## src/rtl/core/gwmc_pkg.sv

```systemverilog
// ----------------------------------------------------------------------------
// gwmc_pkg: shared types and constants for the grid window minimum cost block
// Sizes of the grid and window stores, cell codes, register indexes and the
// item that travels from the front stage to the back stage.
// ----------------------------------------------------------------------------
package gwmc_pkg;

	// grid and window limits
	localparam int MAX_WIDTH   = 256;
	localparam int MAX_WINDOW  = 256;
	localparam int COL_W       = $clog2(MAX_WIDTH);
	localparam int SLOT_W      = $clog2(MAX_WINDOW);
	localparam int LINE_AW     = SLOT_W + COL_W;
	localparam int LINE_DEPTH  = MAX_WINDOW * MAX_WIDTH;

	// counts and configuration
	localparam int CNT_W       = 9;
	localparam int CFG_W       = 9;
	localparam int CFG_IDX_W   = 1;

	// decoupling queue
	localparam int QUEUE_DEPTH = 4;
	localparam int QPTR_W      = $clog2(QUEUE_DEPTH);
	localparam int QCNT_W      = QPTR_W + 1;

	// sized constants
	localparam logic [CNT_W-1:0]  CNT_ONE          = CNT_W'(1);
	localparam logic [CNT_W-1:0]  CNT_MAX_WIDTH    = CNT_W'(MAX_WIDTH);
	localparam logic [CNT_W-1:0]  CNT_MAX_WINDOW   = CNT_W'(MAX_WINDOW);
	localparam logic [CFG_W-1:0]  ROW_LENGTH_RESET = CFG_W'(256);
	localparam logic [CFG_W-1:0]  WINDOW_LEN_RESET = CFG_W'(1);
	localparam logic [QCNT_W-1:0] QCNT_FULL        = QCNT_W'(QUEUE_DEPTH);
	localparam logic [COL_W-1:0]  COL_ONE          = COL_W'(1);
	localparam logic [SLOT_W-1:0] SLOT_ONE         = SLOT_W'(1);
	localparam logic [QPTR_W-1:0] QPTR_ONE         = QPTR_W'(1);
	localparam logic [QCNT_W-1:0] QCNT_ONE         = QCNT_W'(1);

	// cell codes
	localparam logic [1:0] KIND_COST    = 2'd1;
	localparam logic [1:0] KIND_BLOCKED = 2'd2;

	// configuration register indexes
	typedef enum logic [CFG_IDX_W-1:0] {
		REG_ROW_LENGTH = 1'b0,
		REG_WINDOW_LEN = 1'b1
	} cfg_reg_t;

	// classified cell handed from front to back
	typedef struct packed {
		logic [COL_W-1:0] col;
		logic             active;
		logic             is_cost;
		logic             is_block;
		logic             row_sub_cost;
		logic             row_sub_block;
		logic             col_sub_cost;
		logic             col_sub_block;
		logic             row_offer;
		logic             col_offer;
		logic             row_end;
		logic             last;
	} item_t;

	// cost and blocked counts of one run
	typedef struct packed {
		logic [CNT_W-1:0] cost;
		logic [CNT_W-1:0] block;
	} count_pair_t;

	// queue status seen by the front
	typedef struct packed {
		logic [QCNT_W-1:0] count;
	} queue_status_t;

	// running count update, wraps at the count width
	function automatic logic [CNT_W-1:0] step_count(input logic [CNT_W-1:0] v,
		input logic add, input logic sub);
		logic [CNT_W-1:0] add_ext;
		logic [CNT_W-1:0] sub_ext;
		add_ext = {{(CNT_W-1){1'b0}}, add};
		sub_ext = {{(CNT_W-1){1'b0}}, sub};
		return v + add_ext - sub_ext;
	endfunction

endpackage

```

## src/rtl/core/gwmc_queue.sv

```systemverilog
// ----------------------------------------------------------------------------
// gwmc_queue: short queue between front and back
// Circular buffer of classified cells so that each side can stall on its own.
// ----------------------------------------------------------------------------
module gwmc_queue (
	input  logic                    clk,
	input  logic                    arst_n,
	input  logic                    push,
	input  gwmc_pkg::item_t         push_item,
	input  logic                    pop,
	output gwmc_pkg::item_t         head,
	output logic                    head_valid,
	output gwmc_pkg::queue_status_t status
);

	gwmc_pkg::item_t               entry_q [gwmc_pkg::QUEUE_DEPTH];
	logic [gwmc_pkg::QPTR_W-1:0]   wr_ptr_q;
	logic [gwmc_pkg::QPTR_W-1:0]   rd_ptr_q;
	logic [gwmc_pkg::QCNT_W-1:0]   count_q;

	// pointers and fill count
	always_ff @(posedge clk or negedge arst_n) begin
		if (!arst_n) begin
			wr_ptr_q <= '0;
			rd_ptr_q <= '0;
			count_q <= '0;
		end else begin
			if (push) begin
				wr_ptr_q <= wr_ptr_q + gwmc_pkg::QPTR_ONE;
			end
			if (pop) begin
				rd_ptr_q <= rd_ptr_q + gwmc_pkg::QPTR_ONE;
			end
			case ({push, pop})
				2'b10: count_q <= count_q + gwmc_pkg::QCNT_ONE;
				2'b01: count_q <= count_q - gwmc_pkg::QCNT_ONE;
				default: ;
			endcase
		end
	end

	// entry storage
	always_ff @(posedge clk) begin
		if (push) begin
			entry_q[wr_ptr_q] <= push_item;
		end
	end

	assign head = entry_q[rd_ptr_q];
	assign head_valid = count_q != '0;
	assign status.count = count_q;

endmodule

```

## config.mk

```make
export PLATFORM = sky130hd
export DESIGN_NAME = gwmc_queue
export DESIGN_NICKNAME = d
export VERILOG_FILES = /design/src/rtl/core/gwmc_pkg.sv /design/src/rtl/core/gwmc_queue.sv
export SDC_FILE = /design/constraint.sdc
export NUM_CORES = 1
export LEC_CHECK = 0
export BUFFER_PORTS_ARGS = -buffer_cell sky130_fd_sc_hd__buf_2
export CORE_ASPECT_RATIO = 1.2
export CORE_UTILIZATION = 46
export DETAILED_ROUTE_END_ITERATION = 8
export PLACE_DENSITY = 0.66
export SLEW_MARGIN = 0
export SYNTH_ARGS = -nofsm -noshare
export SYNTH_HDL_FRONTEND = slang
export SYNTH_SLANG_ARGS = --single-unit
```

## constraint.sdc

```tcl
create_clock -name clk -period 1.9 [get_ports clk]
set_input_delay 0 -clock clk [delete_from_list [all_inputs] [get_ports clk]]
set_output_delay 0 -clock clk [all_outputs]
set_load 0.01 [all_outputs]
```

# ---- Yosys cells after proc, flatten, opt, wreduce, memory -nomap -nowiden
# Memory sizes are Yosys's and may differ from the RTL's.
# Cells that the tools add are included.
dict set report totals {
  ff_bits 7
  ram_bits 76
  inputBits 23
  output_inout_bits 23
  elab_cells 15
  mem_count 1
}
# name words width read_ports rd_clocked_by_memory_dff write_ports line_no
set mem_list {}
lappend mem_list {entry_q 4 19 1 0 1 gwmc_queue.sv:16} ;# gwmc_pkg::item_t entry_q [gwmc_pkg::QUEUE_DEPTH];
dict set report classes {
  n_addsub 4
  eq_ne 2
  mux 3
  n_reduce_logical 2
}
# op n
set op_table {}
lappend op_table {{one-hot mux 3 bit (2 select lines)} 1}
lappend op_table {{adder 2 x 1 -> 2 bit (second input constant)} 2}
lappend op_table {{adder 3 x 1 -> 3 bit (second input constant)} 1}
lappend op_table {{nonzero test 3 bit} 1}
lappend op_table {{subtractor 3 x 1 -> 3 bit (second input constant)} 1}
lappend op_table {{equality test 2 x 1 -> 1 bit (second input constant)} 1}
lappend op_table {{equality test 2 bit (second input constant)} 1}
lappend op_table {{2-to-1 mux 1 bit} 2}
lappend op_table {{nonzero test 2 bit} 1}

# ---- Logic depth before layout (Yosys ltp)
dict set report depth {
  depth_word 2
  mapped_depth 7
  mapped_depth_nobuf 7
}

# ---- Worst setup path after synthesis
# Ideal clock, no wire load.
dict set report synth_path {
  path_type {register to register}
  startpoint {reg wr_ptr_q[0] in the netlist's numbering}
  endpoint {mem entry_q[2][0] in the netlist's numbering, enable pin}
  setup_ps 377
  t_arrival_ps 1114
  required_time_ps 1523
  slack_ps 409
  stages_incl_launch_ff 4
  n_path_buf 0
  synth_period_minus_slack_ps 1491
  cell_sequence {dfrtp_1 -> inv_1 -> ha_1 -> and2_1}
}
# element line_no
set synth_rtl {}
lappend synth_rtl {{start: declaration} gwmc_queue.sv:17} ;# logic [gwmc_pkg::QPTR_W-1:0] wr_ptr_q;
lappend synth_rtl {{start signal: assignment} gwmc_queue.sv:29} ;# wr_ptr_q <= wr_ptr_q + gwmc_pkg::QPTR_ONE;
lappend synth_rtl {{end: declaration} gwmc_queue.sv:16}
# No word-level cell before the write port.

==> run_summary.xml <==
<?xml version="1.0" encoding="UTF-8"?>
<metrics>
  <group name="logic_synthesis">
    <metric name="synth_top_cell_area_share" unit="%">72.76</metric>
    <metric name="syn-num-nets" unit="">163</metric>
    <metric name="ranking_of_synthesized_cells_by_instance_count" unit="">sky130_fd_sc_hd__edfxtp_1, sky130_fd_sc_hd__mux4_2, sky130_fd_sc_hd__dfrtp_1</metric>
    <metric name="synth.area.top_cells" unit="">sky130_fd_sc_hd__edfxtp_1, sky130_fd_sc_hd__mux4_2, sky130_fd_sc_hd__dfrtp_1</metric>
    <metric name="syn_avg_cell_area" unit="sq um">23.41</metric>
    <metric name="synthCells" unit="">134</metric>
    <metric name="yosys_warnings" unit="">0</metric>
    <metric name="synth.distinct_cells" unit="">17</metric>
    <metric name="synth-async-reset-ratio" unit="%">8.434</metric>
    <metric name="post-synth-top-area-cell" unit="">sky130_fd_sc_hd__edfxtp_1</metric>
    <metric name="synth_edf_count" unit="">76</metric>
    <metric name="yosysMostFrequentCell" unit="">sky130_fd_sc_hd__edfxtp_1</metric>
    <metric name="syn_std_cell_area" unit="sq um">3137</metric>
    <metric name="yosysSeqAreaShare" unit="%">78.34</metric>
    <metric name="ys.flop_type" unit="">sky130_fd_sc_hd__edfxtp_1</metric>
    <metric name="synth-seq-cells" unit="">83</metric>
  </group>
  <group name="sta">
    <metric name="fin_skew" unit="ps">4.639</metric>
    <metric name="hold_viol" unit="">0</metric>
    <metric name="fin_ws" unit="ps">192.8</metric>
    <metric name="drv_slew" unit="">0</metric>
    <metric name="setup-tns-final" unit="ps">0</metric>
    <metric name="final.min_clock_period" unit="ps">1707</metric>
    <metric name="min_period_over_period" unit="%">89.85</metric>
    <metric name="worst_slew_margin_rel" unit="%">74.02</metric>
    <metric name="setup_viol" unit="">0</metric>
    <metric name="worst_slew_pin_slew" unit="ps">389.7</metric>
    <metric name="grt_setup_unrepaired" unit="">no</metric>
    <metric name="achievable-frequency" unit="GHz">0.5858</metric>
  </group>
  <group name="worst_setup_path">
    <metric name="crit_path_cell_trace" unit="">buf_4 &gt; mux4_2 &gt; buf_2</metric>
    <metric name="max_stage_delay" unit="ps">580</metric>
    <metric name="timing_worst_setup_path_type" unit="">register to output pin</metric>
    <metric name="setup.worst_path.end_class" unit="">output pin</metric>
    <metric name="critical_path.n_buffers_inverters" unit="">2</metric>
    <metric name="critPathLaunchType" unit="">register</metric>
    <metric name="worstPathMaxFanout" unit="">12</metric>
    <metric name="worst-endpoint-arrival" unit="ps">1710</metric>
    <metric name="crit_cells" unit="">3</metric>
    <metric name="critPathSlowestCell" unit="">sky130_fd_sc_hd__dfrtp_1</metric>
    <metric name="timing.critical_path.max_delay_family" unit="">flip-flops</metric>
    <metric name="rr_worst_depth" unit="">5</metric>
    <metric name="worst_ep_required_time" unit="ps">1900</metric>
  </group>
  <group name="clock_network">
    <metric name="resize_count_post_cts" unit="">0</metric>
    <metric name="insertion_delay_to_the_later_sink_of_the_worst_skew_pair" unit="ps">330</metric>
    <metric name="clock-root-buffer" unit="">sky130_fd_sc_hd__clkbuf_8</metric>
    <metric name="tritoncts_clock_tree" unit="">yes</metric>
    <metric name="sink_count_of_the_clock_tree" unit="">83</metric>
    <metric name="clk_pin_slew" unit="ps">80</metric>
    <metric name="ctsHtreeMaxLevel" unit="">3</metric>
    <metric name="clock_tree.buffer_depth" unit="">2</metric>
    <metric name="cts_made_buffers" unit="">9</metric>
  </group>
  <group name="global_route">
    <metric name="sum_of_overflow_across_all_layers_after_global_routing" unit="">0</metric>
    <metric name="first_global_vias" unit="">1727</metric>
    <metric name="wire_length_of_the_first_global_routing_pass" unit="mm">8.769</metric>
    <metric name="antenna_violations_before_repair" unit="">0</metric>
    <metric name="grt_usage" unit="%">17.02</metric>
    <metric name="grt_max_degree" unit="">14</metric>
  </group>
  <group name="finish">
    <metric name="layout.nets" unit="">248</metric>
    <metric name="final_core_util" unit="%">60.08</metric>
    <metric name="areaGrowthSynthToFinish" unit="%">25.01</metric>
    <metric name="diodes" unit="">0</metric>
    <metric name="layoutNonFillerInstCount" unit="">308</metric>
    <metric name="filler_cell_count" unit="">477</metric>
    <metric name="layout-drive-gt1-share" unit="%">39.01</metric>
  </group>
  <group name="hold_path">
    <metric name="hold_crit_class" unit="">input pin to async pin</metric>
  </group>
  <group name="pwr">
    <metric name="power_leakage" unit="nW">1.442</metric>
    <metric name="power_density" unit="nW/um^2">1390</metric>
    <metric name="power.ir.vdd_worst" unit="V">0.0008430</metric>
    <metric name="report.power.total" unit="mW">5.450</metric>
  </group>
  <group name="placement">
    <metric name="post_placement_setup_slack" unit="ps">460.3</metric>
    <metric name="place_hpwl" unit="mm">3.613</metric>
    <metric name="port_buffers" unit="">45</metric>
    <metric name="placed_cells_incl_taps" unit="">271</metric>
    <metric name="gp_congestion" unit="">0.7821</metric>
  </group>
  <group name="drt">
    <metric name="postRouteWirelength" unit="mm">5.333</metric>
    <metric name="drt_drc_violations_left" unit="">0</metric>
    <metric name="dr.first_iter.drc_count" unit="">98</metric>
    <metric name="detail-route-antenna-nets" unit="">0</metric>
    <metric name="route.detailed.wl_per_inst" unit="microns">17.31</metric>
    <metric name="detailed_router_iteration_count_before_antenna_repair" unit="">4</metric>
    <metric name="vias" unit="">1570</metric>
    <metric name="viasPerCell" unit="">5.097</metric>
  </group>
  <group name="die">
    <metric name="chipWidth" unit="microns">77.38</metric>
    <metric name="floorplan.io_pins" unit="">46</metric>
    <metric name="chipHeight" unit="microns">92.46</metric>
    <metric name="start_util" unit="%">48.06</metric>
    <metric name="core_area" unit="sq um">6526</metric>
    <metric name="std_cell_rows" unit="">32</metric>
    <metric name="die_area" unit="sq um">7155</metric>
  </group>
  <group name="run_status">
    <metric name="status" unit="">complete, no violations</metric>
  </group>
  <group name="flow_run">
    <metric name="max-cap-violations" unit="">0</metric>
  </group>
</metrics>
==> what timing repair did <==
action,CTS,global route
hold endpoints to repair,87,0
hold buffers,22,0
buffers inserted,0,0
==> layout by cell type (no fill, tap or decap), drive strengths merged <==
master       netlist  final
edfxtp            76     76
buf                4     56
dlygate4sd3        0     22
mux4              19     19
clkbuf             0     10
dfrtp              7      7
inv                6      6
ha                 5      5
and2               4      4
xor2               4      4
clkinv             0      3
xnor2              2      2
nand2              2      2
or3                1      1
mux2i              1      1
o21ai              1      1
nor2               1      1
fa                 1      1
clkinvlp           0      1
bufinv             0      1
==> state kept, by name (all words and copies together), names as in the netlist <==
name and count:
entry_q 76, rd_ptr_q 2, wr_ptr_q 2, status 3
==> logic make-up (layout without fill, tap and decap cells) <==
group	Yosys count	count (layout)	synth area share, %
fa+ha+maj	6	6	2.633
mux	20	20	14.08
xor+xnor	6	6	1.675
simple gates	8	8	1.356
flops	83	83	78.34
buf+inv	10	99	1.755
compound gates	1	1	0.1594
==> area by class of cell <==
type | count | area [sq um] | area share [%]
Clock buffer | 10 | 127.6 | 3.255
Clock inverter | 5 | 55.05 | 1.404
Inverter | 6 | 22.52 | 0.5743
Multi-Input combinational cell | 41 | 624.3 | 15.92
Sequential cell | 83 | 2457 | 62.67
Tap cell | 85 | 106.4 | 2.712
Timing Repair Buffer | 78 | 528.0 | 13.47
==> stage by stage <==
step | cell area [sq um] | hold WS, ps
after global placement | 3518 | -158.9
after detailed placement | 3518 | -151.4
after global routing | 3921 | 47.72
after floorplan | 3137 | -295.6
final | 3921 | 53.48
after CTS | 3921 | 19.39
==> report_power, final <==
part / internal [mW] / switching [mW] / total (mW)
sequential: 2.41 / 0.158 / 2.57
combinational: 0.857 / 0.856 / 1.71
clock: 0.596 / 0.576 / 1.17
total: 3.86 / 1.59 / 5.45
==> routing by layer <==
layer  track usage, %  vias up  wire length [microns]  part of all wire, %
li1                 -      707                      -                    -
met1            21.26      813                   2255                   42
met2            27.65       39                   2767                   52
met3            3.941       11                    189                  3.5
met4            9.119        0                    120                  2.3
met5                0        -                      0                    0
==> worst paths after layout <==
kind,from,endpoint,slack [ps]
hold / removal,arst_n,wr_ptr_q[1],50
min in group clk,push_item[7],entry_q[2][7],420
max in group asynchronous,arst_n,rd_ptr_q[0],1680
setup reg to reg,status[1],status[2],440
hold reg to reg,status[2],status[2],520
setup / recovery,rd_ptr_q[1],head[1],190
==> worst register-to-register path, stage by stage, from the launching register on <==
cell                      delay [ps]
sky130_fd_sc_hd__dfrtp_1         380
sky130_fd_sc_hd__inv_1            90
sky130_fd_sc_hd__fa_1            430
sky130_fd_sc_hd__xor2_1          180
sky130_fd_sc_hd__nor2_1          130
sky130_fd_sc_hd__xor2_1          180
Note: power is estimated with default switching activity, not from simulation.
